File: src/sv/llwt_pkg.sv
package llwt_pkg;

   localparam int IDX_W   = 4;
   localparam int CNT_W   = 5;
   localparam int LAT_W   = 32;
   localparam int TOT_W   = 48;
   localparam int LAYER_W = 32;
   localparam int REACH   = 16;

   localparam logic [CNT_W-1:0] ACTIVE_RESET = CNT_W'(16);

   typedef enum logic {
      STATUS_UPDATED  = 1'b0,
      STATUS_REJECTED = 1'b1
   } status_type;

   // scan token handed from cell to cell
   typedef struct packed {
      logic             valid;
      logic             has;
      logic [IDX_W-1:0] idx;
      logic [LAT_W-1:0] lat;
   } cand_type;

   typedef struct packed {
      logic             en;
      logic [LAT_W-1:0] latency;
      logic             layer_done;
   } upd_type;

   typedef struct packed {
      logic [LAT_W-1:0]   min_lat;
      logic [LAT_W-1:0]   max_lat;
      logic [TOT_W-1:0]   total;
      logic [LAYER_W-1:0] layers;
   } stats_type;

endpackage

File: src/sv/llwt_cell.sv
module llwt_cell
   import llwt_pkg::*;
(
   input  logic             clock,
   input  logic             reset,
   input  logic [IDX_W-1:0] cell_idx,
   input  logic             cell_active,
   input  upd_type          upd,
   input  cand_type         cand_in,
   output cand_type         cand_out,
   output stats_type        stats
);

   logic [LAT_W-1:0]   last_ff, last_in;
   logic [LAT_W-1:0]   min_ff, min_in;
   logic [LAT_W-1:0]   max_ff, max_in;
   logic [TOT_W-1:0]   total_ff, total_in;
   logic [LAYER_W-1:0] layers_ff, layers_in;
   cand_type           cand_ff, cand_in_next;
   logic [TOT_W:0]     total_sum;

   always_comb begin
      total_sum = {1'b0, total_ff} + (TOT_W+1)'(upd.latency);
      last_in   = last_ff;
      min_in    = min_ff;
      max_in    = max_ff;
      total_in  = total_ff;
      layers_in = layers_ff;
      if (upd.en) begin
         last_in = upd.latency;
         if (upd.layer_done && (layers_ff != {LAYER_W{1'b1}})) begin
            layers_in = layers_ff + LAYER_W'(1);
         end
         if ((upd.latency < min_ff) || (min_ff == '0)) begin
            min_in = upd.latency;
         end
         if (upd.latency > max_ff) begin
            max_in = upd.latency;
         end
         total_in = total_sum[TOT_W] ? {TOT_W{1'b1}} : total_sum[TOT_W-1:0];
      end
   end

   // keep the lower latency, first cell wins on ties
   always_comb begin
      cand_in_next = cand_in;
      if (cand_in.valid && cell_active && (!cand_in.has || (last_ff < cand_in.lat))) begin
         cand_in_next.has = 1'b1;
         cand_in_next.idx = cell_idx;
         cand_in_next.lat = last_ff;
      end
   end

   always_ff @(posedge clock) begin
      if (reset) begin
         last_ff   <= '0;
         min_ff    <= '0;
         max_ff    <= '0;
         total_ff  <= '0;
         layers_ff <= '0;
         cand_ff   <= '0;
      end else begin
         last_ff   <= last_in;
         min_ff    <= min_in;
         max_ff    <= max_in;
         total_ff  <= total_in;
         layers_ff <= layers_in;
         cand_ff   <= cand_in_next;
      end
   end

   assign cand_out      = cand_ff;
   assign stats.min_lat = min_ff;
   assign stats.max_lat = max_ff;
   assign stats.total   = total_ff;
   assign stats.layers  = layers_ff;

endmodule

File: config.mk
export PLATFORM = sky130hd
export DESIGN_NAME = llwt_cell
export DESIGN_NICKNAME = d
export VERILOG_FILES = /design/src/sv/llwt_pkg.sv /design/src/sv/llwt_cell.sv
export SDC_FILE = /design/constraint.sdc
export NUM_CORES = 1
export LEC_CHECK = 0
export BUFFER_PORTS_ARGS = -buffer_cell sky130_fd_sc_hd__buf_2
export CAP_MARGIN = 40
export CORE_ASPECT_RATIO = 1.75
export CORE_MARGIN = 2
export CORE_UTILIZATION = 35
export DETAILED_ROUTE_END_ITERATION = 8
export PLACE_DENSITY = 0.64
export RECOVER_POWER = 50
export SYNTH_ARGS = -nofsm -noshare
export SYNTH_HDL_FRONTEND = slang
export SYNTH_SLANG_ARGS = --single-unit
File: constraint.sdc
create_clock -name clock -period 9 [get_ports clock]
set_input_delay 1.8 -clock clock [delete_from_list [all_inputs] [get_ports clock]]
set_output_delay 1.8 -clock clock [all_outputs]
set_load 0.01 [all_outputs]
**After elaboration in Yosys (flattened, before gate mapping)**

Cells that the tools add are included.

- Register bits after elaboration: 214
- Input bits: 79
- Word-level logic and storage cells: 27

- Muxes and demuxes: 2
- $add $sub $neg: 2
- Equal/unequal tests: 1
- Reduce and logical (&&, ||, !) cells: 10
- $lt $le $gt $ge: 3

Operators with widths:

| operator | count |
|---|---|
| $lt A32 B32 Y1 | 2 |
| $add A48 B32 Y49 | 1 |
| $mux W48 | 1 |
| $mux W37 | 1 |
| $add A32 B1 Y32 const B | 1 |
| $gt A32 B32 Y1 | 1 |
| $logic_not A32 Y1 | 1 |
| $ne A32 B32 Y1 const B | 1 |
| $reduce_and A2 Y1 | 3 |
| $logic_and A1 B1 Y1 | 3 |
| $logic_or A1 B1 Y1 | 2 |
| $logic_not A1 Y1 | 1 |

**Depth between registers and ports, before layout**

- Depth in word-level cells: 4
- Gate-level depth with buffers: 13
- Mapped depth without buffers: 11

**Worst setup path before layout**

OpenSTA, ideal clock, no wires.

- Path kind: input-to-reg
- Start point: input upd[18] (netlist name)
- End point: register total_ff[11]
- Arrival time: 3978 ps
- Path buffers: 3
- Stages on the path: 13
- Slack: 4876 ps
- Library setup time: 146 ps
- Data required time: 8854 ps
- Cells stage by stage: ha_1 buf_2 a21oi_1 o211ai_1 a22oi_1 nor3_1 a21oi_1 a31oi_1 o21ba_2 nor2b_1 buf_6 buf_6 a211oi_2

- Cells in the longest elaborated chain, start to end: 2

Ends and longest elaborated chain:

| element | RTL line | text |
|---|---|---|
| start, declared | llwt_cell.sv:8 | `input upd_type upd,` |
| $add A48 B32 Y49 | llwt_cell.sv:23 | `total_sum = {1'b0, total_ff} + (TOT_W+1)'(upd.latency);` |
| $mux W48 | llwt_cell.sv:40 | `total_in = total_sum[TOT_W] ? {TOT_W{1'b1}} : total_sum[TOT_W-1:0];` |
| end signal, assigned | llwt_cell.sv:66 | `total_ff <= total_in;` |
| end, declared | llwt_cell.sv:17 | `logic [TOT_W-1:0] total_ff, total_in;` |

No other way between the ends.
A chain may end at the register's enable or synchronous reset.

**Worst setup path after layout**

- Start point: input upd[33] (netlist name)
- End point: register min_ff[15]

- Cells in the longest elaborated chain, start to end: 1

Ends and longest elaborated chain:

| element | RTL line | text |
|---|---|---|
| $reduce_and A2 Y1 (no source line) | n/a |  |
| end signal, assigned | llwt_cell.sv:64 | `min_ff <= min_in;` |
| end, declared | llwt_cell.sv:15 | `logic [LAT_W-1:0] min_ff, min_in;` |

No other way between the ends.

==> impl_metrics.csv <==
group,metric,value,unit
outcome,violations,"capacitance limit, slew limit",
place,place_hpwl,29.84,mm
layout,layout-drive-gt1-share,0.1203,
sta,fin_skew,0.01320,ns
setup_path,r2r-start,"total_ff[23]",
hold_path,hold_path.class,"reg2reg",
place,place.gp.congestion,0.8800,
sta,worstMarginPinSlew,2.330,ns
global_routing,grt-ovfl-total,0,
setup_path,critPathMaxFanout,50,
yosys,yosys.area_share.adder,0.1307,
yosys,synth-simple-area-share,0.1662,
clock_tree,cts-hold-fix-buffers,0,
setup_path,crit_start,"upd[33]",
setup_path,required,9.43,ns
global_routing,grt_pass1_wl,58.79,mm
yosys,ys_types,73,
route,routed_wl,38.49,mm
setup_path,r2r_cells,11,
power,pwr-share-clk,0.343,
hold_path,hold_end,"total_ff[36]",
clock_tree,path_clk_slew,0.07,ns
global_routing,grt_max_degree,60,
setup_path,arrival,5.53,ns
layout,fin_util,0.4202,
sta,fin_crit_sh,0.5663,
layout,syn_to_final_growth,17.97,%
floorplanning,dieArea,36760,um^2
yosys,syn_inst,1386,
yosys,synth_edf_count,0,
clock_tree,clk_latency,0.52,ns
sta,rsz0062_at_grt,"false",
yosys,syn_area,12310,um^2
route,avgRoutedWirePerCell,18.30,um
sta,max-slew-margin-rel,-0.5532,
clock_tree,cts_resized,0,
clock_tree,numCtsBuffers,22,
route,avgViaCountPerCell,5.198,
setup_path,endpoint_kind,"flip-flop",
layout,nets,1831,
yosys,ys_seq_area_frac,0.3479,
setup_path,startpoint_type,"primary input",
route,vias,10930,
setup_path,r2r-end,"total_ff[15]",
yosys,yosysWarnings,0,
power,sequentialPowerShare,0.412,
yosys,synth_xor_area_frac,0.03841,
setup_path,critical_path_class,"in2reg",
layout,final_cells,2103,
power,vdd_ir_drop_max,0.1001,mV
power,switchingPower,0.0008397,W
sta,timing.fmax,196.2,MHz
yosys,synthArstFlopShare,0,
place,portBuffers,260,
setup_path,r2r_slack,5.66,ns
route,drt-initial-drc-count,529,
global_routing,antenna_found_initial,6,
yosys,synth_compound_area_frac,0.1464,
place,dp_slack,4.043,ns
clock_tree,cts.path.max_buffers,3,
yosys,ys_ff_latch,214,
floorplanning,coreArea,34570,um^2
clock_tree,root_buffer,"clkbuf_16",
yosys,synth_top_flop_cell,"dfxtp_1",
route,dr.pass1.iters,5,
sta,hold_violations,0,
power,p_int,0.001765,W
floorplanning,initial_utilization,0.3562,
floorplanning,die_h,252.1,um
power,share_comb_of_total_power,0.245,
yosys,muxShareOfSynthArea,0.1081,
power,switching_share,0.3223,
global_routing,grt_pass1_vias,10910,
power,power_density,179.3,nW/um^2
hold_path,worstHoldStart,"total_ff[36]",
sta,setup-tns-final,0,ns
layout,layout.cells.most_common_list,"nor2_1, dfxtp_1, clkbuf_1",
sta,hold_slack,0.4968,ns
floorplanning,fp.dieW,145.8,um
clock_tree,clock-sinks,214,
layout,layout_commonest_cell,"nor2_1",
place,place_inst,2060,
route,drtAntennaViolNets,0,
sta,finalMaxSlewViolations,88,
clock_tree,post-cts-setup-buffers,0,
global_routing,grt_usage,0.2022,
floorplanning,rows,90,
hold_path,holdPathStages,1,
clock_tree,cts_tree,"done",
sta,finalSetupViolations,0,
floorplanning,ios,261,
job,cap_viol_max_count,2,
route,drc,0,
power,leakage,6.290,nW
sta,period_needed,5.097,ns
yosys,syn_nets,1593,
yosys,syn_area_per_cell,8.885,um^2
outcome,outcome,"finished, violations left",
yosys,synth_top_family_by_area,"simple AND/OR/NAND/NOR gates",
sta,setup_ws,3.903,ns
clock_tree,htreeDepth,1,
## logic make-up (layout without fill, tap and decap cells)
logic type / Yosys count / in the layout
flip-flops: 214 / 214
adder cells (fa/ha/maj): 128 / 128
multiplexers: 133 / 133
AO/OA/AOI/OAI: 249 / 249
other: 0 / 6
buffers and inverters: 171 / 422
XOR/XNOR: 54 / 54
AND/OR/NAND/NOR: 437 / 437
## cells in the mapped netlist, drive strengths merged, types with 4 or more instances
library cell / n / area share
nor2b: 11 / 0.0056
and4: 6 / 0.0045
nor2: 221 / 0.067
o21a: 6 / 0.0037
and2: 4 / 0.0023
a31oi: 9 / 0.0046
ha: 127 / 0.13
a21oi: 75 / 0.031
nand2b: 5 / 0.0025
o21ai: 42 / 0.017
inv: 116 / 0.035
xnor2: 22 / 0.016
nand2: 63 / 0.019
buf: 20 / 0.012
nand4: 33 / 0.017
or3: 11 / 0.0056
a21o: 38 / 0.023
dfxtp: 214 / 0.35
mux2i: 133 / 0.11
or2: 7 / 0.0036
nor3: 15 / 0.0061
clkbuf: 34 / 0.014
nand3: 24 / 0.0098
and3: 13 / 0.0067
a311oi: 4 / 0.0028
o41ai: 4 / 0.0035
nor4: 11 / 0.0066
xor2: 32 / 0.023
a211oi: 37 / 0.035
o21bai: 5 / 0.0030
## power groups by stage
stage          Clock [W]  Sequential, W  Combinational [W]
2_1_floorplan          0        0.00110           0.000417
3_3_place_gp           0        0.00109           0.000636
3_5_place_dp           0        0.00109           0.000650
4_1_cts         0.000919        0.00107           0.000653
5_1_grt         0.000951        0.00108           0.000706
6_report        0.000893        0.00107           0.000638
## critical path, cell delays in order
cell      delay, ns
clkbuf_1       1.42
buf_4          0.82
nand3b_1       0.22
a21oi_1        0.29
o21ai_4        0.23
buf_4          0.32
nand2b_1       0.22
a21oi_1        0.14
## worst max path at each step
stage               slack, ns           end  cells after the start
floorplan                4.88  total_ff[11]                     13
global placement         3.74   total_ff[0]                     12
detailed placement       4.04   total_ff[1]                     13
CTS                      4.57  total_ff[14]                     13
global route             3.65    min_ff[15]                      8
finish                   3.90    min_ff[15]                      8
## state kept, by name, indices dropped and copies added (netlist names)
name	count
total_ff	48
cand_out	38
last_ff	32
layers_ff	32
max_ff	32
min_ff	32
## per-layer routing
| layer | GRT usage | wire length [um] | part of all wire | up-vias |
|---|---|---|---|---|
| met5 | 0 | 0 | 0 | - |
| met4 | 0.1204 | 2270 | 0.059 | 0 |
| met3 | 0.03231 | 1881 | 0.049 | 93 |
| met2 | 0.3704 | 19460 | 0.51 | 310 |
| met1 | 0.2172 | 14880 | 0.39 | 5190 |
| li1 | - | - | - | 5338 |
## through the flow
| stage | instance area (um^2) | total power [W] |
|---|---|---|
| after detailed placement | 14050 | 0.001744 |
| after CTS | 14730 | 0.002646 |
| after global placement | 13970 | 0.001728 |
| after global routing | 14530 | 0.002739 |
| after floorplan | 12310 | 0.001517 |
| final | 14530 | 0.002605 |
## area by class of cell
type / instances / area, um^2
fill: 3524 / 20040
multi-input combinational: 1001 / 7316
sequential: 214 / 4284
timing repair buffer: 269 / 1222
clock buffer: 31 / 645.6
tap: 460 / 575.6
inverter: 116 / 435.4
clock inverter: 6 / 33.78
antenna: 6 / 15.01
Power figures use the tool's default switching activity.
